$ cat src/hdl/dmx_pkg.sv
// Shared types, opcodes and phase codes for the DMX512 frame receiver.
package dmx_pkg;

  localparam int STORE_DEPTH = 512;
  localparam int AW          = $clog2(STORE_DEPTH);
  localparam int PW          = AW + 1;

  typedef enum logic [1:0] {
    OP_BYTE = 2'd0,
    OP_LINE = 2'd1,
    OP_POLL = 2'd2,
    OP_READ = 2'd3
  } opcode_t;

  // Receiver phase, one-hot
  typedef enum logic [2:0] {
    PH_IGNORE = 3'b001,
    PH_BREAK  = 3'b010,
    PH_ACTIVE = 3'b100
  } phase_t;

  // Phase codes as reported on the result
  localparam logic [1:0] PC_IGNORE = 2'd0;
  localparam logic [1:0] PC_BREAK  = 2'd1;
  localparam logic [1:0] PC_ACTIVE = 2'd2;

  typedef struct packed {
    opcode_t        opcode;
    logic [7:0]     rx_byte;
    logic           break_seen;
    logic [AW-1:0]  read_index;
  } item_t;

  typedef struct packed {
    logic [7:0] read_value;
    logic       changed;
    logic [1:0] rx_phase;
    logic [7:0] odd_start_code;
  } result_t;

  // Front end to back end: what the second stage needs of one item
  typedef struct packed {
    opcode_t    opcode;
    logic [7:0] rx_byte;
    logic       wrote;
    logic       old_valid;
    logic [1:0] rx_phase;
    logic [7:0] odd_code;
  } stage_t;

  // Front end status
  typedef struct packed {
    logic [PW-1:0] ptr;
    logic [PW-1:0] fill;
  } stat_t;

  function automatic logic [1:0] phase_code(phase_t p);
    logic [1:0] c;
    case (p)
      PH_BREAK:  c = PC_BREAK;
      PH_ACTIVE: c = PC_ACTIVE;
      default:   c = PC_IGNORE;
    endcase
    return c;
  endfunction

endpackage

$ cat src/hdl/dmx_front.sv
// Accept-side logic: receiver phase, slot pointer, fill count and RAM addressing.
module dmx_front #(
  parameter int CHANNELS = 512
) (
  input  logic                         clk,
  input  logic                         rst,
  input  logic                         accept,
  input  dmx_pkg::item_t               item,
  output dmx_pkg::stage_t              stage,
  output dmx_pkg::stat_t               stat,
  output logic                         ram_we,
  output logic [dmx_pkg::AW-1:0]       ram_wa,
  output logic [7:0]                   ram_wd,
  output logic                         ram_re,
  output logic [dmx_pkg::AW-1:0]       ram_ra
);
  import dmx_pkg::*;

  localparam logic [PW-1:0] LIMIT = PW'(CHANNELS);
  localparam logic [PW-1:0] LAST  = PW'(CHANNELS - 1);

  phase_t        phase, phase_next;
  logic [PW-1:0] ptr, ptr_next;
  logic [PW-1:0] fill, fill_next;
  logic [7:0]    odd_code, odd_code_next;
  logic          wr;
  logic          old_valid;

  // Next state for one item
  always_comb begin
    phase_next    = phase;
    ptr_next      = ptr;
    fill_next     = fill;
    odd_code_next = odd_code;
    wr            = 1'b0;
    case (item.opcode)
      OP_BYTE: begin
        case (phase)
          PH_BREAK: begin
            if (item.rx_byte != 8'd0) begin
              odd_code_next = item.rx_byte;
              phase_next    = PH_IGNORE;
            end else begin
              phase_next = PH_ACTIVE;
              ptr_next   = '0;
            end
          end
          PH_ACTIVE: begin
            if (ptr >= LIMIT) begin
              phase_next = PH_IGNORE;
            end else begin
              wr       = 1'b1;
              ptr_next = ptr + PW'(1);
              if (ptr == LAST) begin
                phase_next = PH_IGNORE;
              end
              // slots are written in order from zero, so the fill count only grows by one
              if (ptr >= fill) begin
                fill_next = ptr + PW'(1);
              end
            end
          end
          default: ;
        endcase
      end
      OP_LINE: begin
        if (item.break_seen) begin
          phase_next = PH_BREAK;
        end
      end
      default: ;
    endcase
  end

  // Slots at or past the fill count were never written and read as zero
  always_comb begin
    if (item.opcode == OP_READ) begin
      old_valid = {1'b0, item.read_index} < fill;
    end else begin
      old_valid = ptr < fill;
    end
  end

  // RAM access: write the byte and fetch the old value in the same edge
  assign ram_we = accept && wr;
  assign ram_wa = ptr[AW-1:0];
  assign ram_wd = item.rx_byte;
  assign ram_re = accept && (wr || item.opcode == OP_READ);
  assign ram_ra = (item.opcode == OP_READ) ? item.read_index : ptr[AW-1:0];

  assign stage.opcode    = item.opcode;
  assign stage.rx_byte   = item.rx_byte;
  assign stage.wrote     = wr;
  assign stage.old_valid = old_valid;
  assign stage.rx_phase  = phase_code(phase_next);
  assign stage.odd_code  = odd_code_next;

  assign stat.ptr  = ptr;
  assign stat.fill = fill;

  always_ff @(posedge clk) begin
    if (rst) begin
      phase    <= PH_IGNORE;
      ptr      <= '0;
      fill     <= '0;
      odd_code <= '0;
    end else if (accept) begin
      phase    <= phase_next;
      ptr      <= ptr_next;
      fill     <= fill_next;
      odd_code <= odd_code_next;
    end
  end

endmodule

$ cat config.mk
export PLATFORM = sky130hd
export DESIGN_NAME = dmx_front
export DESIGN_NICKNAME = d
export VERILOG_FILES = /design/src/hdl/dmx_pkg.sv /design/src/hdl/dmx_front.sv
export SDC_FILE = /design/constraint.sdc
export NUM_CORES = 1
export LEC_CHECK = 0
export BUFFER_PORTS_ARGS = -buffer_cell sky130_fd_sc_hd__buf_4
export CAP_MARGIN = 25
export CELL_PAD_IN_SITES_DETAIL_PLACEMENT = 1
export CELL_PAD_IN_SITES_GLOBAL_PLACEMENT = 1
export CORE_MARGIN = 2
export CORE_UTILIZATION = 35
export CTS_BUF_LIST = sky130_fd_sc_hd__clkbuf_16
export DETAILED_ROUTE_END_ITERATION = 6
export PLACE_DENSITY = 0.82
export SKIP_LAST_GASP = 1
export SLEW_MARGIN = 10
export SYNTH_ARGS = -nofsm -noshare
export SYNTH_HDL_FRONTEND = slang
export SYNTH_SLANG_ARGS = --single-unit
$ cat constraint.sdc
create_clock -name clk -period 3 [get_ports clk]
set_clock_uncertainty 0.15 [all_clocks]
set_input_delay 0 -clock clk [delete_from_list [all_inputs] [get_ports clk]]
set_output_delay 0 -clock clk [all_outputs]
set_load 0.1 [all_outputs]
* Word-level counts from Yosys, hierarchy flattened
Cells that the tools add are included.
** Storage, ports and cells
- Register bits :: 31
- Bits of input ports :: 23
** Operators by class
- Add/sub/neg operators :: 1
- Magnitude comparators :: 4
- Equality and inequality tests :: 9
- Muxes and demuxes :: 18
- Bitwise logic cells :: 1
- Reduce and logical (&&, ||, !) cells :: 8
** Operators by type and width (number)
- 8-bit 2-to-1 mux :: 3
- 10-bit 2-to-1 mux :: 2
- 10-bit case mux with 2 select lines :: 1
- 3-bit 2-to-1 mux :: 4
- 3-bit case mux with 2 select lines :: 2
- 10-bit by 1-bit adder with 10-bit output, second input constant :: 1
- 10-bit by 9-bit == test with 1-bit output, second input constant :: 1
- 10-bit >= comparator :: 1
- 10-bit >= comparator, second input constant :: 1
- 10-bit less-than comparator :: 1
- 9-bit by 10-bit less-than comparator with 1-bit output :: 1
- 5-bit AND reduction :: 2
- 9-bit 2-to-1 mux :: 1
- 8-bit nonzero test :: 1
- 3-bit by 2-bit == test with 1-bit output, second input constant :: 2
- 3-bit == test, second input constant :: 2
- 1-bit 2-to-1 mux :: 4
- 2-bit inequality test, second input constant :: 2
- 2-bit case mux with 2 select lines :: 1
- 2-bit by 1-bit == test with 1-bit output, second input constant :: 1
- 2-bit == test, second input constant :: 1
- 1-bit logical AND :: 2
- 2-bit logical NOT :: 1
- 2-bit nonzero test :: 1
- 2 further kinds :: 2

* Depth between registers and ports, before layout
- Word-level depth :: 7
- Depth in mapped cells :: 8

* Worst setup path before layout
No wires, ideal clock.
- Path kind :: register -> output
- Start :: register ptr[0]
- End :: output port stage[8] in the netlist's numbering
- Arrival time :: 4257 ps
- Slack :: -1407 ps
- Stages on the path, launching flop included :: 7
- Buffers on the path :: 0
- Cells stage by stage :: dfxtp_1 ha_1 nand4_1 o21bai_1 a21oi_1 a31oi_1 nor3b_1
** RTL lines
- start: declaration :: RTL line dmx_front.sv:23 : logic [PW-1:0] ptr, ptr_next;
- start signal: assignment :: RTL line dmx_front.sv:109 : ptr <= ptr_next;
- end: declaration :: RTL line dmx_front.sv:9 : output dmx_pkg::stage_t stage,

==> key figures <==
Power and ir drop
  • PwrDens: between 300 and 400 nW/um^2
  • P_int: between 0.7 and 0.8 mW
  • Net Sw Frac: 34.24%
  • NetSw: 0.4125 mW
  • Reg power frac: 34.8%
  • LEAKAGE: around 1.4 nW
  • Logic pwr share: about 24%
  • Clock Power Share: around two fifths
  • Total power: 1.205 mW
  • Worst vdd ir: about 0.24 mV

Floorplanning
  • Die width: 87.64 um
  • Die area: ~7700 um^2
  • Initial core utilization: 36.04%
  • Core area: between 6000 and 7000 um^2
  • Row cnt: 30
  • # IOs: 93
  • DIE HEIGHT: 87.64 um

CTS
  • CTS buffer count: 5
  • Clock Sinks: 31
  • Root cell of the clock tree: clkbuf_16
  • Max clock buf depth: 2
  • CTS tree: done
  • Worst-path clk slew: about 50 ps
  • H-tree levels: 2
  • Clk_lat worst skew: approximately 280 ps

Setup path
  • R2r setup slk: between 400 and 500 ps
  • Crit path kind: register to output port
  • Setup crit end kind: output port
  • CP max FO: 10
  • CP Launch Type: register
  • Worst path arrival time: ~2600 ps
  • CP Data Required Time: around 2900 ps

Final layout
  • Number of diodes: 0
  • Layout cell share with drive strength beyond 1: 35.15%
  • Final Instance Area: ~3300 um^2
  • Layout area overhead: 36.54%
  • Layout Nets: 410
  • Layout Cells excl Fill: ~460

Global route
  • Vias in the first global route: ~2600
  • Pin count of the biggest net entering global routing: 32
  • Initial antenna violation count: 0
  • First-pass GRT wire length: roughly 13000 um
  • Gr busiest metal: met2
  • Gr ovfl total: 0
  • Gr usage total: between 20 and 25%
  • Met1 GRT Util: between 20% and 30%
  • Met3 Usage GRT: under 10%
  • GR Layer Usage met2: between 40% and 50%

Synth
  • Compound-Gate Fraction of Synth Area: around a quarter
  • Simple-Gate Fraction of Synth Area: between 10% and 20%
  • Post-synth net total: about 330
  • Synth Register Bits: 31
  • Adder-Cell Fraction of Synth Area: between 10% and 20%
  • Mux cell area share after synthesis: under 10%
  • Register area share after synthesis: 25.34%
  • Mapped Area: ~2400 um^2
  • YS warnings: 0
  • FFs w/ async S/R, synth: 0%
  • EDFF count, synth: 0
  • Mapped Cells: between 200 and 300
  • Synth cell types: between 50 and 60
  • Syn avg cell area: 8.562 um^2
  • XOR/XNOR Fraction of Synth Area: ~2.9%
  • Top FF cell, synth: dfxtp_1
  • Largest family of logic cells by synthesized area: compound AO/OA/AOI/OAI gates

Placement
  • Cells after DPL: between 400 and 500
  • Placer Congestion: approximately 0.86
  • Area after DPL: 3028 um^2
  • PortBufs: around 90
  • Post-DP HPWL: between 5000 and 6000 um

Worst hold path
  • Hold Crit Class: primary input to register

Drt
  • 1st-pass router iterations: 4
  • DR vias: 2499
  • ANT nets after route: 0
  • Vias per Instance: around 5.4
  • First DRT Iteration DRCs: 96
  • Routed Wire Length: a little over 8000 um
  • Drt drc: 0
  • Mean routed wirelength per cell: 17.83 um

STA
  • Setup TNS: 0 ps
  • Final Hold Viols: 0
  • Fin crit period: 2780 ps
  • FMAX: about 360 MHz
  • Setup Viol. Count Final: 0
  • Max-slew headroom: between 60% and 70%
  • Final number of max-transition violations: 0
  • Hold_ws: 94.48 ps
  • RSZ-0062 raised after global routing: no
  • Tcrit/Tclk final: roughly 93%
  • Worst slew pin tran: roughly 560 ps

Run status
  • Status: finished, final reports clean

Job
  • Max-cap viol count: 0
-- per-layer routing --
metal  vias up  routed length, um
li1       1186                  -
met4         0                 55
met3         4                444
met2        92               4260
met1      1217               3492
met5         -                  0
-- kinds of logic after synthesis --
kind of cell | count (synthesis)
fa+ha+maj | 20
simple gates | 82
xor+xnor | 8
compound gates | 80
flops | 31
buf+inv | 56
mux | 9
-- area by class of cell --
type                       count  area [um^2]
tap                           96        120.1
inverter                      16        65.06
clock buffer                   5        125.1
multi-input combinational    199         1503
timing repair buffer         114        900.9
clock inverter                 2        8.758
fill                         809         3451
sequential                    31        620.6
-- power groups by stage --
| stage | combinational, mW | clock, mW | sequential [mW] |
|---|---|---|---|
| finish | 0.294 | 0.491 | 0.420 |
| global route | 0.306 | 0.518 | 0.420 |
| CTS | 0.294 | 0.497 | 0.419 |
| detailed placement | 0.280 | 0 | 0.428 |
| global placement | 0.277 | 0 | 0.428 |
| floorplan | 0.219 | 0 | 0.430 |
-- cell usage after synthesis, types with 4 or more instances --
| cell type | n | share of area [%] |
|---|---|---|
| a211oi_1 | 5 | 1.5 |
| a211oi_2 | 7 | 3.6 |
| a21oi_1 | 16 | 3.3 |
| a22o_1 | 8 | 2.9 |
| a22oi_1 | 9 | 2.8 |
| a311oi_1 | 6 | 2.1 |
| and3_1 | 4 | 1.0 |
| buf_4 | 32 | 9.8 |
| clkbuf_1 | 7 | 1.1 |
| dfxtp_1 | 31 | 25 |
| ha_1 | 20 | 10 |
| inv_1 | 15 | 2.3 |
| mux2_2 | 9 | 4.1 |
| nand2_1 | 15 | 2.3 |
| nand2b_1 | 5 | 1.3 |
| nand3_1 | 5 | 1.0 |
| nor2_1 | 23 | 3.5 |
| nor3_1 | 9 | 1.8 |
| o21ai_0 | 7 | 1.4 |
| xnor2_1 | 6 | 2.1 |
-- per-stage QoR --
stage / utilization [%] / setup WS [ps]
finish: 49.21 / 219.8
global route: 49.21 / 29.23
CTS: 49.19 / 36.21
detailed placement: 44.57 / 367.9
global placement: 44.57 / 584.4
floorplan: - / -457.5
-- final timing paths --
check                              start     endpoint  depth (start not counted)
worst min-delay path            item[18]       ptr[9]                          5
worst max-delay path              ptr[4]    stage[10]                          7
worst max register to register  phase[0]  odd_code[7]                          6
worst min register to register   fill[1]      fill[1]                          2
-- flip-flops by register name (all words and copies together), names as in the netlist --
signal    count
ptr          10
fill         10
phase         3
odd_code      8
-- worst max-delay path, cell delays in order, from the launching register on --
cell	delay, ps
dfxtp_1	520
ha_1	310
and4_1	220
o211a_1	160
a2111oi_1	530
a21oi_1	110
a21oi_1	170
buf_4	310
-- cell usage in the layout, fill, tap and decap left out, drive strengths merged, types with 2 or more instances in the layout --
cell	synthesis	layout
clkbuf	7	5
nor2b	2	2
buf	33	96
o31a	2	2
a311oi	6	6
xnor2	6	6
mux2	9	9
dfxtp	31	31
a21oi	16	16
nor3	10	10
nand2	16	16
a22o	8	8
xor2	2	2
and2	3	3
nor2	24	24
ha	20	20
a2111oi	2	2
and3	4	4
a211oi	12	12
dlygate4sd3	0	18
nor4	2	2
nand3	7	7
nor3b	3	3
inv	15	15
a22oi	9	9
o211a	3	3
and4	2	2
nand4	2	2
nand2b	5	5
a31oi	3	3
o21ai	10	10
clkinv	1	3
-- what timing repair did --
action / CTS / global route
hold buffers: 18 / 0
endpoints found under the hold margin: 13 / 0
resized for setup: 0 / 1
buffers inserted: 0 / 0
setup endpoints to repair: 0 / 1
Note: power is estimated with default switching activity, not from simulation.
