==> src/hdl/dmx_pkg.sv <==
// Shared types, opcodes and phase codes for the DMX512 frame receiver.
package dmx_pkg;

  localparam int STORE_DEPTH = 512;
  localparam int AW          = $clog2(STORE_DEPTH);
  localparam int PW          = AW + 1;

  typedef enum logic [1:0] {
    OP_BYTE = 2'd0,
    OP_LINE = 2'd1,
    OP_POLL = 2'd2,
    OP_READ = 2'd3
  } opcode_t;

  // Receiver phase, one-hot
  typedef enum logic [2:0] {
    PH_IGNORE = 3'b001,
    PH_BREAK  = 3'b010,
    PH_ACTIVE = 3'b100
  } phase_t;

  // Phase codes as reported on the result
  localparam logic [1:0] PC_IGNORE = 2'd0;
  localparam logic [1:0] PC_BREAK  = 2'd1;
  localparam logic [1:0] PC_ACTIVE = 2'd2;

  typedef struct packed {
    opcode_t        opcode;
    logic [7:0]     rx_byte;
    logic           break_seen;
    logic [AW-1:0]  read_index;
  } item_t;

  typedef struct packed {
    logic [7:0] read_value;
    logic       changed;
    logic [1:0] rx_phase;
    logic [7:0] odd_start_code;
  } result_t;

  // Front end to back end: what the second stage needs of one item
  typedef struct packed {
    opcode_t    opcode;
    logic [7:0] rx_byte;
    logic       wrote;
    logic       old_valid;
    logic [1:0] rx_phase;
    logic [7:0] odd_code;
  } stage_t;

  // Front end status
  typedef struct packed {
    logic [PW-1:0] ptr;
    logic [PW-1:0] fill;
  } stat_t;

  function automatic logic [1:0] phase_code(phase_t p);
    logic [1:0] c;
    case (p)
      PH_BREAK:  c = PC_BREAK;
      PH_ACTIVE: c = PC_ACTIVE;
      default:   c = PC_IGNORE;
    endcase
    return c;
  endfunction

endpackage

==> src/hdl/dmx_back.sv <==
// Second stage: compare with old value, changed flag, result register.
module dmx_back (
  input  logic              clk,
  input  logic              rst,
  input  logic              accept,
  input  dmx_pkg::stage_t   stage,
  input  logic [7:0]        ram_rd,
  input  logic              result_ready,
  output logic              item_ready,
  output logic              s1_valid,
  output logic              result_valid,
  output dmx_pkg::result_t  result
);
  import dmx_pkg::*;

  stage_t     s1;
  logic       changed_flag, changed_flag_next;
  logic       go;
  logic [7:0] old;
  result_t    result_next;

  assign go         = !result_valid || result_ready;
  assign item_ready = !s1_valid || go;

  assign old = s1.old_valid ? ram_rd : 8'd0;

  // Changed flag and result for the item in the second stage
  always_comb begin
    changed_flag_next = changed_flag;
    if (s1.opcode == OP_POLL) begin
      changed_flag_next = 1'b0;
    end
    if (s1.wrote && (old != s1.rx_byte)) begin
      changed_flag_next = 1'b1;
    end
    result_next.read_value     = (s1.opcode == OP_READ) ? old : 8'd0;
    result_next.changed        = changed_flag;
    result_next.rx_phase       = s1.rx_phase;
    result_next.odd_start_code = s1.odd_code;
  end

  // Control
  always_ff @(posedge clk) begin
    if (rst) begin
      s1_valid     <= 1'b0;
      result_valid <= 1'b0;
      changed_flag <= 1'b0;
    end else begin
      if (accept) begin
        s1_valid <= 1'b1;
      end else if (go) begin
        s1_valid <= 1'b0;
      end
      if (go) begin
        result_valid <= s1_valid;
      end
      if (s1_valid && go) begin
        changed_flag <= changed_flag_next;
      end
    end
  end

  // Payload
  always_ff @(posedge clk) begin
    if (accept) begin
      s1 <= stage;
    end
    if (s1_valid && go) begin
      result <= result_next;
    end
  end

endmodule

==> config.mk <==
export PLATFORM = sky130hd
export DESIGN_NAME = dmx_back
export DESIGN_NICKNAME = d
export VERILOG_FILES = /design/src/hdl/dmx_pkg.sv /design/src/hdl/dmx_back.sv
export SDC_FILE = /design/constraint.sdc
export NUM_CORES = 1
export LEC_CHECK = 0
export BUFFER_PORTS_ARGS = -buffer_cell sky130_fd_sc_hd__buf_2
export CAP_MARGIN = 30
export CORE_MARGIN = 2
export CORE_UTILIZATION = 43
export CTS_CLUSTER_DIAMETER = 40
export DETAILED_ROUTE_END_ITERATION = 6
export PLACE_DENSITY = 0.73
export SLEW_MARGIN = 20
export SYNTH_ARGS = -nofsm -noshare
export SYNTH_HDL_FRONTEND = slang
export SYNTH_SLANG_ARGS = --single-unit
==> constraint.sdc <==
create_clock -name clk -period 2 [get_ports clk]
set_clock_uncertainty 0.2 [all_clocks]
set_input_delay 0.5 -clock clk [delete_from_list [all_inputs] [get_ports clk]]
set_output_delay 0.5 -clock clk [all_outputs]
set_load 0.05 [all_outputs]
Word-level counts from Yosys, hierarchy flattened
Cells that the tools add are included.
Widths: inputs -> output; s select.
{ "op_classes": {"addsub": 0, "n_mul": 0, "n_div": 0, "n_lt_le_gt_ge": 0, "eq_ne": 3, "n_shift": 0, "n_mux": 5, "bitwise": 0, "n_reduce_logical": 9} }
{ "ops": {"columns": ["op", "n"], "rows": [
  ["$mux 8", 1],
  ["$ne 8x8->1", 1],
  ["$eq 2x2->1 const B", 2],
  ["$mux 1", 4],
  ["$reduce_bool 2->1", 2],
  ["$logic_and 1x1->1", 2],
  ["$logic_not 1->1", 2],
  ["$logic_or 1x1->1", 2],
  ["$reduce_and 2->1", 1]
]} }
{ "word_totals": {"regBits": 44, "latch_bits": 0, "mem_bits_rw": 0, "mem_bits_ro": 0, "inputBits": 34, "out_inout_bits": 22, "word_cells": 30, "memories": 0} }

Longest topological paths before layout
Gate-level depths: netlist (run 1).
{ "depth": {"word_depth": 5, "depth_mapped": 6, "ltp_nobuf": 5} }

Worst setup path after synthesis (run 1)
OpenSTA, ideal clock, no wires.
{ "synth_timing": {"path_kind": "reg-to-reg", "start": "register s1_valid", "end": "register changed_flag", "setup_time_ns": 0.130, "arrival_time_ns": 1.999, "t_required_ns": 1.670, "setup_slack_ns": -0.329, "stages_incl_launch_ff": 5, "n_path_buf": 0, "period_less_slack_ns": 2.329, "cell_sequence": "dfxtp_1 > nor2b_1 > nand3b_1 > nand2_1 > o22ai_1"} }
{ "synth_via": {"elab_chain_len": 2} }
{ "synth_rtl": {"columns": ["element", "line_no", "text"], "rows": [
  ["start, declared", "dmx_back.sv:10", "output logic s1_valid,"],
  ["start signal, assigned", "dmx_back.sv:45", "s1_valid <= 1'b0;"],
  ["start signal, assigned", "dmx_back.sv:50", "s1_valid <= 1'b1;"],
  ["start signal, assigned", "dmx_back.sv:52", "s1_valid <= 1'b0;"],
  ["$logic_and 1x1->1", "dmx_back.sv:57", "if (s1_valid && go) begin"],
  ["$reduce_and 2->1 (no source line)", null, null],
  ["end signal, assigned", "dmx_back.sv:58", "changed_flag <= changed_flag_next;"],
  ["end, declared", "dmx_back.sv:17", "logic changed_flag, changed_flag_next;"]
]} }
Every way passes these cells.
A chain may end at the register's enable or synchronous reset.

Worst setup path after layout (run 1)
{ "layout_timing": {"start": "register result_valid", "end": "output port item_ready"} }
{ "layout_via": {"elab_chain_len": 3} }
{ "layout_rtl": {"columns": ["element", "line_no", "text"], "rows": [
  ["start, declared", "dmx_back.sv:11", "output logic result_valid,"],
  ["start signal, assigned", "dmx_back.sv:55", "result_valid <= s1_valid;"],
  ["$logic_not 1->1", "dmx_back.sv:22", "assign go = !result_valid || result_ready;"],
  ["$logic_or 1x1->1", "dmx_back.sv:22", null],
  ["$logic_or 1x1->1", "dmx_back.sv:23", "assign item_ready = !s1_valid || go;"],
  ["end, declared", "dmx_back.sv:9", "output logic item_ready,"]
]} }
Every way passes these cells.

==> impl_metrics.toml, run 1 <==
[yosys]
ys_seq_area_share_pct = 80.8
synth_area_leaders = "edfxtp_1 77%, dfxtp_1 3.8%, and2_1 3.1%"
syn_area_per_cell_um2 = 17.4
ys_types = 23
synth_warnings = 0
syn_area_um2 = 1600
syn_nets = 126
ys_seq_elements = 44
yosysTopAreaCell = "edfxtp_1"
synth.top_cell.area_share_pct = 77.1
synthCells = 92

[critical_path]
cp_num_buf_inv = 2
cp.required_ns = 1.30
critPathKind = "register to output pin"
cp_max_fo = 3
cp-end-kind = "output pin"
crit_chain = "nor2b_1, buf_4, nand2_1, buf_2"
crit_path_top_delay_cell = "dfxtp_1"
r2r-end = "changed_flag$_SDFFE_PP0P_"
regToRegSetupSlack_ns = 0.14
cp_top_family = "buffers and inverters"
rr_worst_depth = 5
arrival_ns = 1.22
start_kind = "register"
slowest_delay_ns = 0.32
rr_startpoint = "result_valid$_SDFFE_PP0N_"

[power_and_ir_drop]
seq_power_share_pct = 56.9
power_density_nw_per_um2 = 945
comb_power_share_pct = 10.4
p_int_mw = 1.51
switching_share_pct = 22.0
finalPower_mw = 1.94
ir_drop_uv = 296
switchingPower_mw = 0.426
p_leak_nw = 0.797
clkPwrFrac_pct = 32.7

[flow_run]
drv_cap = 0

[placement]
placed_area_um2 = 1940
gp_congestion = 0.838
port_buffers = 55
hpwl_um = 1840

[final_layout]
drive_above_1_share_pct = 42.6
fillers = 296
register_area_um2 = 1290
area_delta_synth_final_pct = 28.3
diodes = 0
final_cell_mix = "55 x buf_2, 41 x edfxtp_1, 8 x and2_1"
layout_commonest_cell = "buf_2"
nets = 188
multi_input_area_um2 = 304
final_area_um2 = 2050

[grt]
grt-ovfl-total = 0
grt_first_pass_wirelength_um = 3880
grt_max_degree = 24
antenna_found_initial = 0
grt_pass1_vias = 917
grt.total_usage_pct = 12.6

[cts]
root_buffer = "clkbuf_8"
clock_sinks = 44
hold_buffers = 0
clock_path_buffers = 2
cts_tree = "built"
cts_setup_buffers = 0
htree_num_levels = 2
clk_latency_ns = 0.29
post_cts_resized = 0
clk_pin_slew_ns = 0.08
cts_buffers = 5

[floorplanning]
die_w_um = 65.0
coreArea_um2 = 3610
rows = 22
io_pins = 56
initial_core_util_pct = 44.3
design.die.area_um2 = 4220
die_y_um = 65.0

[routing]
wl_per_cell_um = 11.7
drc_errors = 0
finalWirelength_um = 2380
drtAntennaViolNets = 0
drtIter0Drc = 65
post_drt_via_cell_ratio = 4.78
firstDrtPassIters = 4
vias = 971

[min_path]
hold_class = "input pin to register"
min_to = "s1[20]$_DFFE_PP_"
min-delay-start = "stage[20]"
min_delay_path_depth = 1

[timing]
finalSetupViolCount = 0
rsz0062_at_grt = "yes"
period_share_pct = 96.1
fin_tns_setup_ns = 0
maxSlewViolCount = 0
finalCriticalPeriod_ns = 1.92
tightest_slew_ns = 0.918
relSlewSlack_pct = 38.5
whs_ns = 0.184
hold_viol = 0
fmax_mhz = 520

[status]
status = "finished, final reports clean"
## cell type report
class,count,area share [%]
clock buffer,5,3.36
clock inverter,3,2.08
multi-input combinational,47,14.8
sequential,44,63.0
tap,48,2.93
timing repair buffer,56,13.8
## worst max-delay path by stage
stage | slack, ns | to | depth (start not counted) | startpoint
2_1_floorplan | 0.01 | changed_flag$_SDFFE_PP0P_ | 4 | s1_valid$_SDFFE_PP0P_
3_3_place_gp | 0.03 | changed_flag$_SDFFE_PP0P_ | 6 | result_ready
3_5_place_dp | -0.08 | changed_flag$_SDFFE_PP0P_ | 6 | result_ready
4_1_cts | 0.07 | item_ready | 4 | result_valid$_SDFFE_PP0N_
5_1_grt | -0.005 | changed_flag$_SDFFE_PP0P_ | 4 | s1_valid$_SDFFE_PP0P_
6_report | 0.08 | item_ready | 4 | result_valid$_SDFFE_PP0N_
## state kept, by name, indices dropped and copies added, names as in the netlist
register and cells:
changed_flag 1, result 19, result_next 10, result_valid 1
s1 12, s1_valid 1
## cells in the mapped netlist
cell type,instances
nor2_1,7
nor2b_1,2
nand4_1,1
o21ai_0,4
xnor2_1,3
and2_1,8
and4bb_1,2
edfxtp_1,41
buf_2,1
a22oi_1,2
and3_1,1
a31o_2,1
a31o_1,1
dfxtp_1,3
nand4b_1,2
nor4_1,1
nand3_1,1
nand2_1,3
o211a_1,1
a21oi_1,2
xor2_1,1
nand3b_1,2
o22ai_1,2
## power groups by stage
stage                     Sequential [mW]  Combinational, mW  Clock (mW)
final                                1.10              0.201       0.633
after global routing                 1.11              0.216       0.679
after detailed placement             1.12              0.203           0
after floorplan                      1.19             0.0516           0
after global placement               1.12              0.196           0
after CTS                            1.10              0.203       0.644
## routing by layer
metal	vias up	GRT usage (%)	part of all wire, %
met5	-	0	0
met4	0	7.45	1.8
met3	5	5.73	8.8
met2	46	20.4	49
met1	441	13.4	40
li1	479	-	-
## logic make-up (layout without fill, tap and decap cells)
logic type	count (synthesis)	count (layout)	share of synthesized area, %
simple gates	30	30	11.4
flops	44	44	80.8
compound gates	13	13	5.32
xor+xnor	4	4	2.19
buf+inv	1	64	0.313
## through the flow
stage | setup WS, ns | cells | util, %
floorplan | 0.0127 | 92 | -
global placement | 0.0312 | 195 | 53.7
detailed placement | -0.0765 | 195 | 53.7
CTS | 0.0705 | 203 | 56.8
global route | -0.00541 | 203 | 56.8
finish | 0.0775 | 203 | 56.8
Note: power is estimated with default switching activity, not from simulation.
==> inputs of run 2 (changes only) <==
Settings changed: PLACE_DENSITY 0.73 to 0.76.
==> run 2 against run 1 <==
Effect of this change: cell count up 0.49%; sequential share of layout area down 0.42 points; clock-buffer cell count unchanged; clock power about the same; wire length rose by 4.3%; fmax is 1.6% higher; non-clock buffer count rose by 1; die area is the same; core utilization rose by 0.38 points; highest routed layer unchanged.
==> impl_metrics.toml, run 2 (synthesis gave the netlist of run 1 again) <==
[timing]
setup_slack_ns = 0.108
relSlewSlack_pct = 68.2
period_share_pct = 94.6
maxSlewViolCount = 0
finalCriticalPeriod_ns = 1.89
rsz0062_at_grt = "no"
hold_viol = 0
fmax_mhz = 529
finalSetupViolCount = 0
tightest_slew_ns = 0.477

[floorplanning]
die_y_um = 65.0
coreArea_um2 = 3610
initial_core_util_pct = 44.3
die_w_um = 65.0
rows = 22
io_pins = 56
design.die.area_um2 = 4220

[routing]
firstDrtPassIters = 4
drtIter0Drc = 23
post_drt_via_cell_ratio = 4.58
finalWirelength_um = 2480
wl_per_cell_um = 12.2
drc_errors = 0
drtAntennaViolNets = 0
vias = 935

[final_layout]
fillers = 297
final_cell_mix = "55 x buf_2, 41 x edfxtp_1, 8 x and2_1"
diodes = 0
layout_commonest_cell = "buf_2"
final-instance-count-excl-fill = 204
area_delta_synth_final_pct = 29.1
nets = 189
largest-register = "result"
drive_above_1_share_pct = 43.6
largest_register_ffs = 19

[placement]
hpwl_um = 1890
port_buffers = 55
dp_slack_ns = -0.0322
gp_congestion = 0.775
placed_cells = 195

[power_and_ir_drop]
finalPower_mw = 1.94
p_leak_nw = 0.803
ir_drop_uv = 344
power_density_nw_per_um2 = 940

[grt]
grt-ovfl-total = 0
grt_pass1_vias = 854
grt.total_usage_pct = 12.4
grt_max_degree = 24
grt_first_pass_wirelength_um = 3750
antenna_found_initial = 0

[cts]
clock_sinks = 44
clk_pin_slew_ns = 0.08
hold_buffers = 0
root_buffer = "clkbuf_8"
cts_setup_buffers = 0
cts_tree = "built"
clock_path_buffers = 2
cts_buffers = 5
htree_num_levels = 2
post_cts_resized = 0
clk_latency_ns = 0.28

[critical_path]
critPathKind = "register to output pin"
cp_max_fo = 3
crit_path_top_delay_cell = "dfxtp_1"
start_kind = "register"
slowest_delay_ns = 0.31
cp.required_ns = 1.30
cp_top_family = "buffers and inverters"
arrival_ns = 1.19
cp-end-kind = "output pin"
cp_num_buf_inv = 2
crit_chain = "nor2b_2, buf_4, nand2_1, buf_2"

[min_path]
hold_class = "input pin to register"

[flow_run]
drv_cap = 0

[status]
status = "finished, final reports clean"
==> run 2: layout make-up <==
class	instances	area [um2]	share of cell area [%]
clock buffer	5	68.8	3.34
tap	48	60.1	2.91
timing repair buffer	57	294	14.3
sequential	44	1290	62.6
clock inverter	3	42.5	2.06
multi-input combinational	47	307	14.9
==> run 2: power by group <==
group	total (mW)	switching [mW]	leakage (nW)	internal [mW]
Sequential	1.10	0.0275	0.416	1.08
Combinational	0.203	0.135	0.332	0.0680
Clock	0.634	0.265	0.0541	0.369
==> run 2: path summary, 6_finish.rpt <==
check,startpoint,endpoint,slack (ns),depth (start not counted)
worst max-delay path,result_valid$_SDFFE_PP0N_,item_ready,0.11,4
worst max register to register,s1[18]$_DFFE_PP_,changed_flag$_SDFFE_PP0P_,0.36,5
worst min-delay path,stage[0],result_next[0]$_DFFE_PP_,0.19,1
worst min register to register,result_next[5]$_DFFE_PP_,result[5]$_DFFE_PP_,0.22,0
==> run 2: per-layer routing <==
metal,vias to the layer above,track usage (%),share of wire (%)
met5,-,0,0
met4,0,6.65,0.48
met3,2,5.03,6.0
met2,34,19.6,51
met1,418,14.4,43
li1,481,-,-
==> run 2: stage by stage <==
stage / util, % / hold slack [ns] / area [um2] / setup TNS, ns
after global routing: 57.2 / 0.169 / 2060 / 0
after CTS: 56.8 / 0.173 / 2050 / 0
after floorplan: - / 0.200 / 1600 / 0
after detailed placement: 53.7 / 0.206 / 1940 / -0.0322
final: 57.2 / 0.185 / 2060 / 0
after global placement: 53.7 / 0.205 / 1940 / 0
